`src/rtl/core/wbm_pkg.sv`:
```
// Shared types and constants of the wall box merge table.
// Used by wbm_ctrl, wbm_dp and wall_box_merge_table; depends on nothing.
`default_nettype none

package wbm_pkg;

  // Table size default and field widths.
  localparam int unsigned TABLE_DEPTH_DEF = 16;
  localparam int unsigned COORD_W   = 16;
  localparam int unsigned BOX_W     = 96;
  localparam int unsigned WIDTH_W   = 17;
  localparam int unsigned HEIGHT_W  = 16;
  localparam int unsigned KEY_W     = 39;
  localparam int unsigned AXKEY_W   = 13;
  localparam int unsigned MUL_W     = 18;
  localparam int unsigned PROD_W    = 36;
  localparam int unsigned SQ_W      = 34;
  localparam int unsigned CFG_W     = 16;
  localparam int unsigned CFG_IDX_W = 1;
  localparam int unsigned SLOT_W    = 4;
  localparam int unsigned STATUS_W  = 3;
  localparam int unsigned OUT_DATA_W = 104;

  // Reset values of the configuration registers.
  localparam logic [CFG_W-1:0] MIN_SIZE_RST  = 16'd500;
  localparam logic             MERGE_EN_RST  = 1'b1;

  // Rounding of a doubled center to 10 mm: (|c| + 10) / 20 via reciprocal.
  localparam logic [MUL_W-1:0] KEY_RECIP = 18'd52429;
  localparam logic [17:0]      KEY_BIAS  = 18'd10;
  localparam int unsigned      KEY_SHIFT = 20;

  // Same-plane limit on doubled y centers.
  localparam logic [16:0] PLANE_LIMIT = 17'd400;

  // Square root starts at the highest even bit of the radicand.
  localparam logic [SQ_W-1:0] SQRT_BIT0 = 34'h1_0000_0000;

  typedef enum logic [0:0] {
    CMD_OFFER = 1'b0,
    CMD_FLUSH = 1'b1
  } command_e;

  typedef enum logic [CFG_IDX_W-1:0] {
    CFG_MIN_SIZE  = 1'b0,
    CFG_MERGE_EN  = 1'b1
  } cfg_idx_e;

  typedef enum logic [STATUS_W-1:0] {
    RES_TOO_SMALL   = 3'd0,
    RES_DUPLICATE   = 3'd1,
    RES_MERGED      = 3'd2,
    RES_INSERTED    = 3'd3,
    RES_TABLE_FULL  = 3'd4,
    RES_FLUSHED     = 3'd5,
    RES_FLUSH_EMPTY = 3'd6
  } res_status_e;

  typedef enum logic [3:0] {
    OP_NONE,
    OP_SQ_DX,
    OP_SQ_DY,
    OP_SQ_M,
    OP_SQRT_INIT,
    OP_SQRT_STEP,
    OP_KEY_X,
    OP_KEY_Y,
    OP_KEY_Z,
    OP_DC_X,
    OP_DC_Y,
    OP_DC_Z,
    OP_SUM_S,
    OP_MERGE_WR,
    OP_INS_WR
  } dp_op_e;

  typedef enum logic [1:0] {
    SLOT_ZERO,
    SLOT_IDX,
    SLOT_COUNT
  } slot_sel_e;

  typedef enum logic [4:0] {
    S_IDLE,
    S_SQ_DX,
    S_SQ_DY,
    S_SQ_M,
    S_SIZE,
    S_KEY_X,
    S_KEY_Y,
    S_KEY_Z,
    S_SQRT,
    S_DUP_RD,
    S_DUP_CMP,
    S_MG_RD,
    S_MG_X,
    S_MG_Y,
    S_MG_Z,
    S_MG_S,
    S_MG_CMP,
    S_INS,
    S_FL_CHK,
    S_FL_RD,
    S_FL_EMIT
  } fsm_state_e;

  // Box corners, lowest field in the lowest bits.
  typedef struct packed {
    logic signed [COORD_W-1:0] hi_z;
    logic signed [COORD_W-1:0] hi_y;
    logic signed [COORD_W-1:0] hi_x;
    logic signed [COORD_W-1:0] lo_z;
    logic signed [COORD_W-1:0] lo_y;
    logic signed [COORD_W-1:0] lo_x;
  } box_t;

  // Commands from the controller to the datapath.
  typedef struct packed {
    dp_op_e      op;
    logic        load_in;
    logic        idx_clr;
    logic        idx_inc;
    logic        cnt_clr;
    logic        out_load;
    res_status_e out_status;
    slot_sel_e   slot_sel;
    logic        out_box;
    logic        out_last;
  } dp_cmd_t;

  // Status from the datapath to the controller.
  typedef struct packed {
    logic too_small;
    logic sqrt_done;
    logic key_match;
    logic scan_end;
    logic last_entry;
    logic merge_hit;
    logic table_full;
    logic cnt_zero;
    logic out_free;
    logic merge_en;
  } dp_status_t;

endpackage

`default_nettype wire

```
`src/rtl/core/wbm_ctrl.sv`:
```
// Controller state machine of the wall box merge table.
// Depends on wbm_pkg; drives wbm_dp through dp_cmd_t and reads dp_status_t.
`default_nettype none

module wbm_ctrl
  import wbm_pkg::*;
(
  input  wire logic       clk_i,
  input  wire logic       rst_ni,
  input  wire logic       in_valid_i,
  input  wire logic       in_command_i,
  output logic            in_ready_o,
  input  wire dp_status_t status_i,
  output dp_cmd_t         cmd_o
);

  fsm_state_e state_q, state_d;

  // State register.
  always_ff @(posedge clk_i or negedge rst_ni) begin
    if (!rst_ni) begin
      state_q <= S_IDLE;
    end else begin
      state_q <= state_d;
    end
  end

  // Next state.
  always_comb begin
    state_d = state_q;
    case (state_q)
      S_IDLE: begin
        if (in_valid_i) begin
          state_d = (command_e'(in_command_i) == CMD_FLUSH) ? S_FL_CHK : S_SQ_DX;
        end
      end
      S_SQ_DX: state_d = S_SQ_DY;
      S_SQ_DY: state_d = S_SQ_M;
      S_SQ_M:  state_d = S_SIZE;
      S_SIZE: begin
        if (!status_i.too_small) begin
          state_d = S_KEY_X;
        end else if (status_i.out_free) begin
          state_d = S_IDLE;
        end
      end
      S_KEY_X: state_d = S_KEY_Y;
      S_KEY_Y: state_d = S_KEY_Z;
      S_KEY_Z: state_d = S_SQRT;
      S_SQRT: begin
        if (status_i.sqrt_done) begin
          state_d = S_DUP_RD;
        end
      end
      S_DUP_RD: begin
        if (!status_i.scan_end) begin
          state_d = S_DUP_CMP;
        end else begin
          state_d = status_i.merge_en ? S_MG_RD : S_INS;
        end
      end
      S_DUP_CMP: begin
        if (!status_i.key_match) begin
          state_d = S_DUP_RD;
        end else if (status_i.out_free) begin
          state_d = S_IDLE;
        end
      end
      S_MG_RD: state_d = status_i.scan_end ? S_INS : S_MG_X;
      S_MG_X:  state_d = S_MG_Y;
      S_MG_Y:  state_d = S_MG_Z;
      S_MG_Z:  state_d = S_MG_S;
      S_MG_S:  state_d = S_MG_CMP;
      S_MG_CMP: begin
        if (!status_i.merge_hit) begin
          state_d = S_MG_RD;
        end else if (status_i.out_free) begin
          state_d = S_IDLE;
        end
      end
      S_INS: begin
        if (status_i.out_free) begin
          state_d = S_IDLE;
        end
      end
      S_FL_CHK: begin
        if (!status_i.cnt_zero) begin
          state_d = S_FL_RD;
        end else if (status_i.out_free) begin
          state_d = S_IDLE;
        end
      end
      S_FL_RD: state_d = S_FL_EMIT;
      S_FL_EMIT: begin
        if (status_i.out_free) begin
          state_d = status_i.last_entry ? S_IDLE : S_FL_RD;
        end
      end
      default: state_d = S_IDLE;
    endcase
  end

  // Outputs: datapath commands and input ready.
  always_comb begin
    cmd_o            = '0;
    cmd_o.op         = OP_NONE;
    cmd_o.out_status = RES_TOO_SMALL;
    cmd_o.slot_sel   = SLOT_ZERO;
    in_ready_o       = 1'b0;
    case (state_q)
      S_IDLE: begin
        in_ready_o    = 1'b1;
        cmd_o.load_in = in_valid_i;
      end
      S_SQ_DX: cmd_o.op = OP_SQ_DX;
      S_SQ_DY: cmd_o.op = OP_SQ_DY;
      S_SQ_M:  cmd_o.op = OP_SQ_M;
      S_SIZE: begin
        if (!status_i.too_small) begin
          cmd_o.op = OP_SQRT_INIT;
        end else if (status_i.out_free) begin
          cmd_o.out_load   = 1'b1;
          cmd_o.out_status = RES_TOO_SMALL;
          cmd_o.out_last   = 1'b1;
        end
      end
      S_KEY_X: cmd_o.op = OP_KEY_X;
      S_KEY_Y: cmd_o.op = OP_KEY_Y;
      S_KEY_Z: cmd_o.op = OP_KEY_Z;
      S_SQRT: begin
        if (status_i.sqrt_done) begin
          cmd_o.idx_clr = 1'b1;
        end else begin
          cmd_o.op = OP_SQRT_STEP;
        end
      end
      S_DUP_RD: begin
        cmd_o.idx_clr = status_i.scan_end && status_i.merge_en;
      end
      S_DUP_CMP: begin
        if (!status_i.key_match) begin
          cmd_o.idx_inc = 1'b1;
        end else if (status_i.out_free) begin
          cmd_o.out_load   = 1'b1;
          cmd_o.out_status = RES_DUPLICATE;
          cmd_o.slot_sel   = SLOT_IDX;
          cmd_o.out_last   = 1'b1;
        end
      end
      S_MG_X: cmd_o.op = OP_DC_X;
      S_MG_Y: cmd_o.op = OP_DC_Y;
      S_MG_Z: cmd_o.op = OP_DC_Z;
      S_MG_S: cmd_o.op = OP_SUM_S;
      S_MG_CMP: begin
        if (!status_i.merge_hit) begin
          cmd_o.idx_inc = 1'b1;
        end else if (status_i.out_free) begin
          cmd_o.op         = OP_MERGE_WR;
          cmd_o.out_load   = 1'b1;
          cmd_o.out_status = RES_MERGED;
          cmd_o.slot_sel   = SLOT_IDX;
          cmd_o.out_last   = 1'b1;
        end
      end
      S_INS: begin
        if (status_i.out_free) begin
          cmd_o.out_load = 1'b1;
          cmd_o.out_last = 1'b1;
          if (status_i.table_full) begin
            cmd_o.out_status = RES_TABLE_FULL;
          end else begin
            cmd_o.op         = OP_INS_WR;
            cmd_o.out_status = RES_INSERTED;
            cmd_o.slot_sel   = SLOT_COUNT;
          end
        end
      end
      S_FL_CHK: begin
        if (!status_i.cnt_zero) begin
          cmd_o.idx_clr = 1'b1;
        end else if (status_i.out_free) begin
          cmd_o.out_load   = 1'b1;
          cmd_o.out_status = RES_FLUSH_EMPTY;
          cmd_o.out_last   = 1'b1;
        end
      end
      S_FL_EMIT: begin
        if (status_i.out_free) begin
          cmd_o.out_load   = 1'b1;
          cmd_o.out_status = RES_FLUSHED;
          cmd_o.slot_sel   = SLOT_IDX;
          cmd_o.out_box    = 1'b1;
          cmd_o.out_last   = status_i.last_entry;
          cmd_o.idx_inc    = 1'b1;
          cmd_o.cnt_clr    = status_i.last_entry;
        end
      end
      default: begin
        cmd_o.op = OP_NONE;
      end
    endcase
  end

endmodule

`default_nettype wire

```
`config.mk`:
```
export PLATFORM = sky130hd
export DESIGN_NAME = wbm_ctrl
export DESIGN_NICKNAME = d
export VERILOG_FILES = /design/src/rtl/core/wbm_pkg.sv /design/src/rtl/core/wbm_ctrl.sv
export SDC_FILE = /design/constraint.sdc
export NUM_CORES = 1
export LEC_CHECK = 0
export BUFFER_PORTS_ARGS = -buffer_cell sky130_fd_sc_hd__buf_4
export CORE_MARGIN = 4
export CORE_UTILIZATION = 54
export CTS_BUF_LIST = sky130_fd_sc_hd__clkbuf_8 sky130_fd_sc_hd__clkbuf_16
export DETAILED_ROUTE_END_ITERATION = 6
export GPL_ROUTABILITY_DRIVEN = 0
export PLACE_DENSITY = 0.87
export REMOVE_ABC_BUFFERS = 1
export SLEW_MARGIN = 20
export SYNTH_ARGS = -nofsm -noshare
export SYNTH_HDL_FRONTEND = slang
export SYNTH_SLANG_ARGS = --single-unit
```
`constraint.sdc`:
```
create_clock -name clk_i -period 5 [get_ports clk_i]
set_clock_uncertainty 0.2 [all_clocks]
set_input_delay 0.25 -clock clk_i [delete_from_list [all_inputs] [get_ports clk_i]]
set_output_delay 0.25 -clock clk_i [all_outputs]
set_load 0.01 [all_outputs]
```
==> results of run 1 <==
## worst min-delay path: stages
cell and delay, ns:
buf_4 0.12, nand2_1 0.05, a41oi_1 0.10
## power breakdown
part           total, mW  leakage, nW  internal (mW)  switching [mW]
Clock             0.0765       0.0269         0.0530          0.0236
Combinational      0.418        0.420          0.199           0.219
Sequential         0.157       0.0647         0.0562           0.101
Total              0.651        0.512          0.308           0.344
## logic make-up (layout without fill, tap and decap cells)
kind of cell    count (synthesis)  count (layout)
buf+inv                        18              42
simple gates                   61              61
compound gates                 55              55
flops                           5               5
xor+xnor                        1               1
## metrics by stage
stage,hold WS (ns),instances,instance area (um^2),util,power (mW)
after floorplan,-0.246,129,910,-,0.407
after global placement,-0.148,184,1170,0.683,0.546
after detailed placement,-0.143,184,1170,0.683,0.560
after CTS,0.154,189,1220,0.715,0.640
after global routing,0.168,189,1220,0.715,0.695
final,0.155,189,1220,0.715,0.651
## synth_stat cells (all sizes together), types with 3 or more instances
| cell | count |
|---|---|
| nand3 | 11 |
| o21ai | 11 |
| buf | 10 |
| nand2 | 9 |
| nor2 | 9 |
| a21oi | 8 |
| inv | 7 |
| nor2b | 7 |
| dfrtp | 5 |
| nand2b | 5 |
| a31oi | 4 |
| a221oi | 3 |
| nand3b | 3 |
| nand4 | 3 |
| or4 | 3 |
## layer usage
layer / GRT usage / up-vias
met1: 0.342 / 590
met4: 0.117 / 0
met3: 0.0712 / 11
met2: 0.435 / 105
met5: 0 / -
li1: - / 591
## what timing repair did
action                                  4_1_cts  5_1_grt
hold endpoints to repair                      5        0
endpoints found under the setup margin        0        0
hold buffers                                  1        0
## layout make-up
class	instances	area share
tap	25	0.0256
clock inverter	1	0.00307
sequential	5	0.102
clock buffer	3	0.0338
inverter	7	0.0215
timing repair buffer	31	0.193
multi-input combinational	117	0.621
## how the worst max path moves through the flow
stage,from,end
finish,state_q[1],cmd_o[14]
global route,state_q[1],cmd_o[14]
CTS,state_q[1],cmd_o[14]
detailed placement,state_q[1],cmd_o[14]
global placement,state_q[1],cmd_o[14]
floorplan,state_q[1],cmd_o[14]
==> impl_metrics.json, run 1 <==
{
  "status": "finished clean",
  "met2WireLength_um": 1600,
  "regArea_um2": 125,
  "largest_reg_flops": 5,
  "ctsResizeCount": 0,
  "final_cell_mix": "buf_4, nand3_1, o21ai_0",
  "cp_num_cells": 5,
  "post_synth_num_cell_types": 54,
  "cts.sinks": 5,
  "largestRegisters": "state_q x5",
  "cts_buffers": 3,
  "synth_warnings": 0,
  "drive_above_1_share": 0.244,
  "avgSynthCellArea_um2": 6.94,
  "multi_input_area_um2": 758,
  "final_nets": 179,
  "ir_drop_mv": 0.426,
  "synth_top_area_frac": 0.129,
  "ys_ff_latch": 5,
  "fin_crit_sh": 0.554,
  "fillerInstances": 148,
  "cts_root_buf": "clkbuf_8",
  "synth_top_family_by_area": "compound AO/OA/AOI/OAI gates",
  "wl_met3_um": 383,
  "num_io_pins": 31,
  "critPathSlowestCell": "dfrtp_1",
  "drv_slew": 0,
  "cp_cell_sequence": "or4_4 -> nor3_1 -> o21bai_1 -> nand3b_1 -> buf_4",
  "seq_area_frac_synth": 0.129,
  "synthSimpleGateAreaFrac": 0.367,
  "grt.overflow.total": 0,
  "core_area_um2": 1710,
  "rsz0062_at_grt": "no",
  "cp-start-kind": "flip-flop",
  "critPathBufInv": 1,
  "dpl_worst_slack_ns": 2.51,
  "synth_area_um2": 971,
  "dp_hpwl_um": 2370,
  "worst_skew_pair.late_latency_ns": 0.23,
  "grt_max_degree": 32,
  "crit_type": "reg -> out",
  "power_density_nw_per_um2": 533,
  "via_per_inst": 6.86,
  "tightest_slew_ns": 0.904,
  "leakagePower_nw": 0.512,
  "wl_met1_um": 1300,
  "grt_pass1_wl_um": 5430,
  "synth-adder-area-share": 0,
  "fp.dieH_um": 50.4,
  "critPathTopFamily": "simple AND/OR/NAND/NOR gates",
  "area_growth_pct": 25.8,
  "ctsLongestPathBuffers": 2,
  "top_layer_used": "met4",
  "drcViolationCount": 0,
  "ys.flop_type": "dfrtp_1",
  "muxShareOfSynthArea": 0,
  "worst-r2r-setup-slack_ns": 2.59,
  "start_util": 0.568,
  "regMostFlops": "state_q",
  "maxCapViolCount": 0,
  "r2r-end": "state_q[4]",
  "hold_class": "in -> reg",
  "critPathArrivalTime_ns": 2.32,
  "fin_crit_ns": 2.77,
  "dr.pass1.iters": 5,
  "synthArstFlopShare": 1.00,
  "relSlewSlack": 0.397,
  "track_usage": 0.272,
  "hold_path_end": "state_q[1]",
  "syn_inst": 140,
  "cts_tree": "built",
  "final_common_cell": "buf_4",
  "die-area_um2": 2540,
  "antenna_found_initial": 0,
  "yosys.area_share.xor_xnor": 0.00902,
  "n_antenna_cell": 0,
  "r2r_start": "state_q[1]",
  "hold_viol_final": 0,
  "vias": 1297,
  "hold_depth": 3,
  "rows": 15,
  "htree_levels": 1,
  "slowest_delay_ns": 0.70,
  "drt-wirelength-per-cell_um": 17.7,
  "tns_ns": 0,
  "synth_compound_area_frac": 0.405,
  "end_kind": "output pin",
  "io_buffers": 30,
  "synth_area_leaders": "dfrtp_1, nand3_1, o21ai_0",
  "fin_ws_ns": 2.23,
  "cp.required_ns": 4.55,
  "setup_violations": 0,
  "wl_um": 3350,
  "cts_setup_buffers": 0,
  "holdCritStartpoint": "in_command_i",
  "synth-edff-count": 0,
  "die_x_um": 50.4,
  "critPathMaxFanout": 31,
  "timing.fmax_mhz": 361,
  "yosys.area.top_type": "dfrtp_1",
  "reg2reg_depth": 4,
  "initialDrtViolationCount": 82,
  "ant_nets": 0,
  "grt_pass1_vias": 1201,
  "path_clk_slew_ns": 0.03
}
(Power assumes the default switching activity.)
==> run 2: changes to the inputs <==
Settings changed: CORE_UTILIZATION 54 to 51, PLACE_DENSITY 0.87 to 0.83.
Clock period 5 ns to 2.7 ns, I/O delays scaled along.
==> impl_metrics.json, run 2 (synthesis gave the netlist of run 1 again) <==
{
  "track_usage": 0.256,
  "hold_viol_final": 0,
  "ctsLongestPathBuffers": 2,
  "grt.overflow.total": 0,
  "drt-wirelength-per-cell_um": 17.9,
  "largest_reg_flops": 5,
  "start_util": 0.550,
  "dpl_worst_slack_ns": 0.550,
  "die-area_um2": 2670,
  "cts_tree": "built",
  "wl_um": 3470,
  "status": "finished clean",
  "drive_above_1_share": 0.272,
  "critPathMaxFanout": 25,
  "fin_ws_ns": 0.255,
  "ant_nets": 0,
  "grt_max_degree": 26,
  "rsz0062_at_grt": "no",
  "cts_setup_buffers": 0,
  "fin_crit_ns": 2.44,
  "cts_root_buf": "clkbuf_8",
  "initialDrtViolationCount": 102,
  "tightest_slew_ns": 0.718,
  "power_density_nw_per_um2": 1010,
  "via_per_inst": 6.75,
  "htree_levels": 1,
  "cts.sinks": 5,
  "rows": 15,
  "relSlewSlack": 0.521,
  "antenna_found_initial": 0,
  "regMostFlops": "state_q",
  "final_common_cell": "buf_4",
  "fin_crit_sh": 0.905,
  "crit_type": "reg -> out",
  "io_buffers": 30,
  "drcViolationCount": 0,
  "tns_ns": 0,
  "vias": 1309,
  "area_growth_pct": 29.8,
  "worst_skew_pair.late_latency_ns": 0.22,
  "timing.fmax_mhz": 409,
  "dp_hpwl_um": 2540,
  "cp_cell_sequence": "nand2_1 -> o311ai_0 -> o21ai_0 -> o311ai_1 -> buf_4",
  "largestRegisters": "state_q x5",
  "hold_class": "in -> reg",
  "grt_pass1_wl_um": 5200,
  "grt_pass1_vias": 1152,
  "cp.required_ns": 2.37,
  "fp.dieH_um": 51.6,
  "die_x_um": 51.6,
  "final_nets": 184,
  "cp-start-kind": "flip-flop",
  "slowest_delay_ns": 0.80,
  "n_antenna_cell": 0,
  "cts_buffers": 3,
  "dr.pass1.iters": 5,
  "leakagePower_nw": 0.535,
  "drv_slew": 0,
  "setup_violations": 0,
  "maxCapViolCount": 0,
  "ir_drop_mv": 1.00,
  "core_area_um2": 1760,
  "critPathSlowestCell": "dfrtp_1",
  "critPathArrivalTime_ns": 2.11,
  "end_kind": "output pin",
  "path_clk_slew_ns": 0.04,
  "num_io_pins": 31,
  "power_mw": 1.28,
  "final_cell_mix": "buf_4, nand3_1, o21ai_0"
}
## run 2: final cells by class
type,instances,area [um^2]
fill,168,504
clock inverter,1,5.00
multi-input combinational,117,758
inverter,7,26.3
timing repair buffer,36,273
tap,25,31.3
clock buffer,3,41.3
sequential,5,125
## run 2: final timing paths
check                              from    endpoint  slack, ns  depth (start not counted)
setup / recovery             state_q[2]    cmd_o[0]       0.26                          5
hold / removal             in_command_i  state_q[1]       0.04                          3
setup reg to reg             state_q[3]  state_q[1]       0.50                          4
hold reg to reg              state_q[1]  state_q[1]       0.64                          4
max in group asynchronous        rst_ni  state_q[2]       2.11                          2
min in group asynchronous        rst_ni  state_q[0]       0.08                          2
## run 2: critical path, delay by kind of cell (launching register included)
family | cells | cell delay (ns)
flip-flops | 1 | 0.80
AO/OA/AOI/OAI | 3 | 0.77
buffers and inverters | 1 | 0.17
AND/OR/NAND/NOR | 1 | 0.14
## run 2: what timing repair did
item / in CTS / in global routing
hold buffers: 1 / 0
hold endpoints to repair: 5 / 0
gates resized for setup: 0 / 0
## run 2: stage by stage
step,hold WS (ns),util,cells,instance area (um^2)
finish,0.0372,0.714,194,1260
global route,0.0431,0.714,194,1260
CTS,0.0332,0.714,194,1260
detailed placement,-0.260,0.682,189,1200
global placement,-0.262,0.682,189,1200
floorplan,-0.361,-,129,910
## run 2: report_power, final
group | total [mW] | internal, mW | switching [mW]
Combinational | 0.913 | 0.412 | 0.500
Clock | 0.138 | 0.0992 | 0.0391
Sequential | 0.224 | 0.106 | 0.118
Total | 1.28 | 0.617 | 0.658
## run 2: metal layers
layer,up-vias,part of all wire,track usage
met5,-,0,0
met3,3,0.14,0.112
li1,603,-,-
met4,0,0.0049,0.0306
met2,109,0.48,0.422
met1,594,0.38,0.317
==> run 3: changes to the inputs <==
Settings changed: CORE_UTILIZATION 51 to 46, PLACE_DENSITY 0.83 to 0.79.
Clock period 2.7 ns to 2.2 ns, I/O delays scaled along.
==> impl_metrics.json, run 3 (synthesis gave the netlist of run 1 again) <==
{
  "final_cell_mix": "buf_4, nand3_1, o21ai_0",
  "die_x_um": 53.9,
  "track_usage": 0.266,
  "comb_power_share": 0.769,
  "cp.required_ns": 1.89,
  "cp_cell_sequence": "or4_4 -> nor2_1 -> and2_1 -> buf_4",
  "setup_violations": 0,
  "vias": 1400,
  "status": "finished clean",
  "drcViolationCount": 0,
  "critPathTopFamily": "simple AND/OR/NAND/NOR gates",
  "dp_hpwl_um": 2780,
  "hold_class": "in -> async",
  "p_switching_mw": 0.859,
  "hold_viol_final": 0,
  "critPathMaxFanout": 6,
  "drt-wirelength-per-cell_um": 18.4,
  "largest_reg_flops": 5,
  "grt_max_degree": 16,
  "fin_crit_sh": 0.991,
  "htree_levels": 1,
  "fp.dieH_um": 53.9,
  "critPathBufInv": 1,
  "ir_drop_mv": 0.719,
  "fillerInstances": 161,
  "cts_tree": "built",
  "rows": 16,
  "drive_above_1_share": 0.339,
  "drv_slew": 0,
  "cts_buffers": 3,
  "tns_ns": 0,
  "sw_frac_of_total": 0.503,
  "num_io_pins": 31,
  "ctsLongestPathBuffers": 2,
  "die-area_um2": 2910,
  "start_util": 0.490,
  "seq_power_share": 0.134,
  "grt_pass1_wl_um": 5710,
  "ant_nets": 0,
  "cp-start-kind": "flip-flop",
  "dpl_worst_slack_ns": 0.151,
  "grt_pass1_vias": 1253,
  "worst_skew_pair.late_latency_ns": 0.22,
  "path_clk_slew_ns": 0.04,
  "rsz0062_at_grt": "no",
  "tightest_slew_ns": 0.395,
  "internal_power_mw": 0.847,
  "largestRegisters": "state_q x5",
  "maxCapViolCount": 0,
  "cts_root_buf": "clkbuf_8",
  "dr.pass1.iters": 4,
  "leakagePower_nw": 0.585,
  "fin_ws_ns": 0.0192,
  "cts.sinks": 5,
  "relSlewSlack": 0.730,
  "end_kind": "output pin",
  "wl_um": 3740,
  "timing.fmax_mhz": 459,
  "io_buffers": 30,
  "p_clk_frac": 0.097,
  "antenna_found_initial": 0,
  "via_per_inst": 6.86,
  "power_density_nw_per_um2": 1250,
  "final_common_cell": "buf_4",
  "core_area_um2": 1980,
  "critPathArrivalTime_ns": 1.87,
  "crit_type": "reg -> out",
  "fin_crit_ns": 2.18,
  "final_nets": 192,
  "critPathSlowestCell": "or4_4",
  "n_antenna_cell": 0,
  "initialDrtViolationCount": 113,
  "area_growth_pct": 41.0,
  "regMostFlops": "state_q",
  "grt.overflow.total": 0,
  "slowest_delay_ns": 0.60
}
==> run 3: final timing paths <==
kind | slack (ns) | depth (start not counted) | to | start
setup / recovery | 0.02 | 4 | cmd_o[11] | state_q[0]
hold / removal | 0.04 | 2 | state_q[2] | rst_ni
setup reg to reg | 0.19 | 4 | state_q[1] | state_q[0]
hold reg to reg | 0.51 | 2 | state_q[3] | state_q[4]
max in group asynchronous | 1.64 | 2 | state_q[3] | rst_ni
min in group clk_i | 0.06 | 3 | state_q[4] | in_command_i
==> run 3: cell type report <==
class                      count  area (um^2)  share of cell area
multi-input combinational    117          786               0.574
clock buffer                   3         41.3              0.0302
tap                           27         33.8              0.0247
sequential                     5          129              0.0942
timing repair buffer          44          349               0.255
inverter                       7         26.3              0.0192
clock inverter                 1         3.75             0.00274
==> run 3: power by group through the flow <==
stage | Sequential, mW | Combinational (mW) | Clock (mW)
3_5_place_dp | 0.228 | 1.18 | 0
4_1_cts | 0.229 | 1.20 | 0.165
3_3_place_gp | 0.225 | 1.17 | 0
5_1_grt | 0.233 | 1.39 | 0.175
6_report | 0.229 | 1.31 | 0.165
2_1_floorplan | 0.281 | 0.643 | 0
==> run 3: through the flow <==
stage               utilization  hold WS, ns  total power, mW  area, um^2  instances
finish                    0.691       0.0359             1.71        1370        204
global route              0.691       0.0388             1.80        1370        204
CTS                       0.665       0.0326             1.59        1320        203
detailed placement        0.635       -0.284             1.41        1260        198
global placement          0.635       -0.288             1.39        1260        198
floorplan                     -       -0.386            0.924         910        129
==> run 3: metal layers <==
layer	share of wire	GRT usage	vias to the layer above	wire, um
li1	-	-	617	-
met1	0.37	0.349	641	1390
met2	0.46	0.442	121	1730
met3	0.13	0.0388	21	488
met4	0.035	0.0851	0	131
met5	0	0	-	0
==> run 3: what timing repair did <==
action,4_1_cts,5_1_grt
cloned,0,0
buffers inserted,0,1
setup endpoints to repair,4,8
hold endpoints to repair,5,0
gates resized for setup,2,9
pin swaps,0,0
hold buffers,1,0
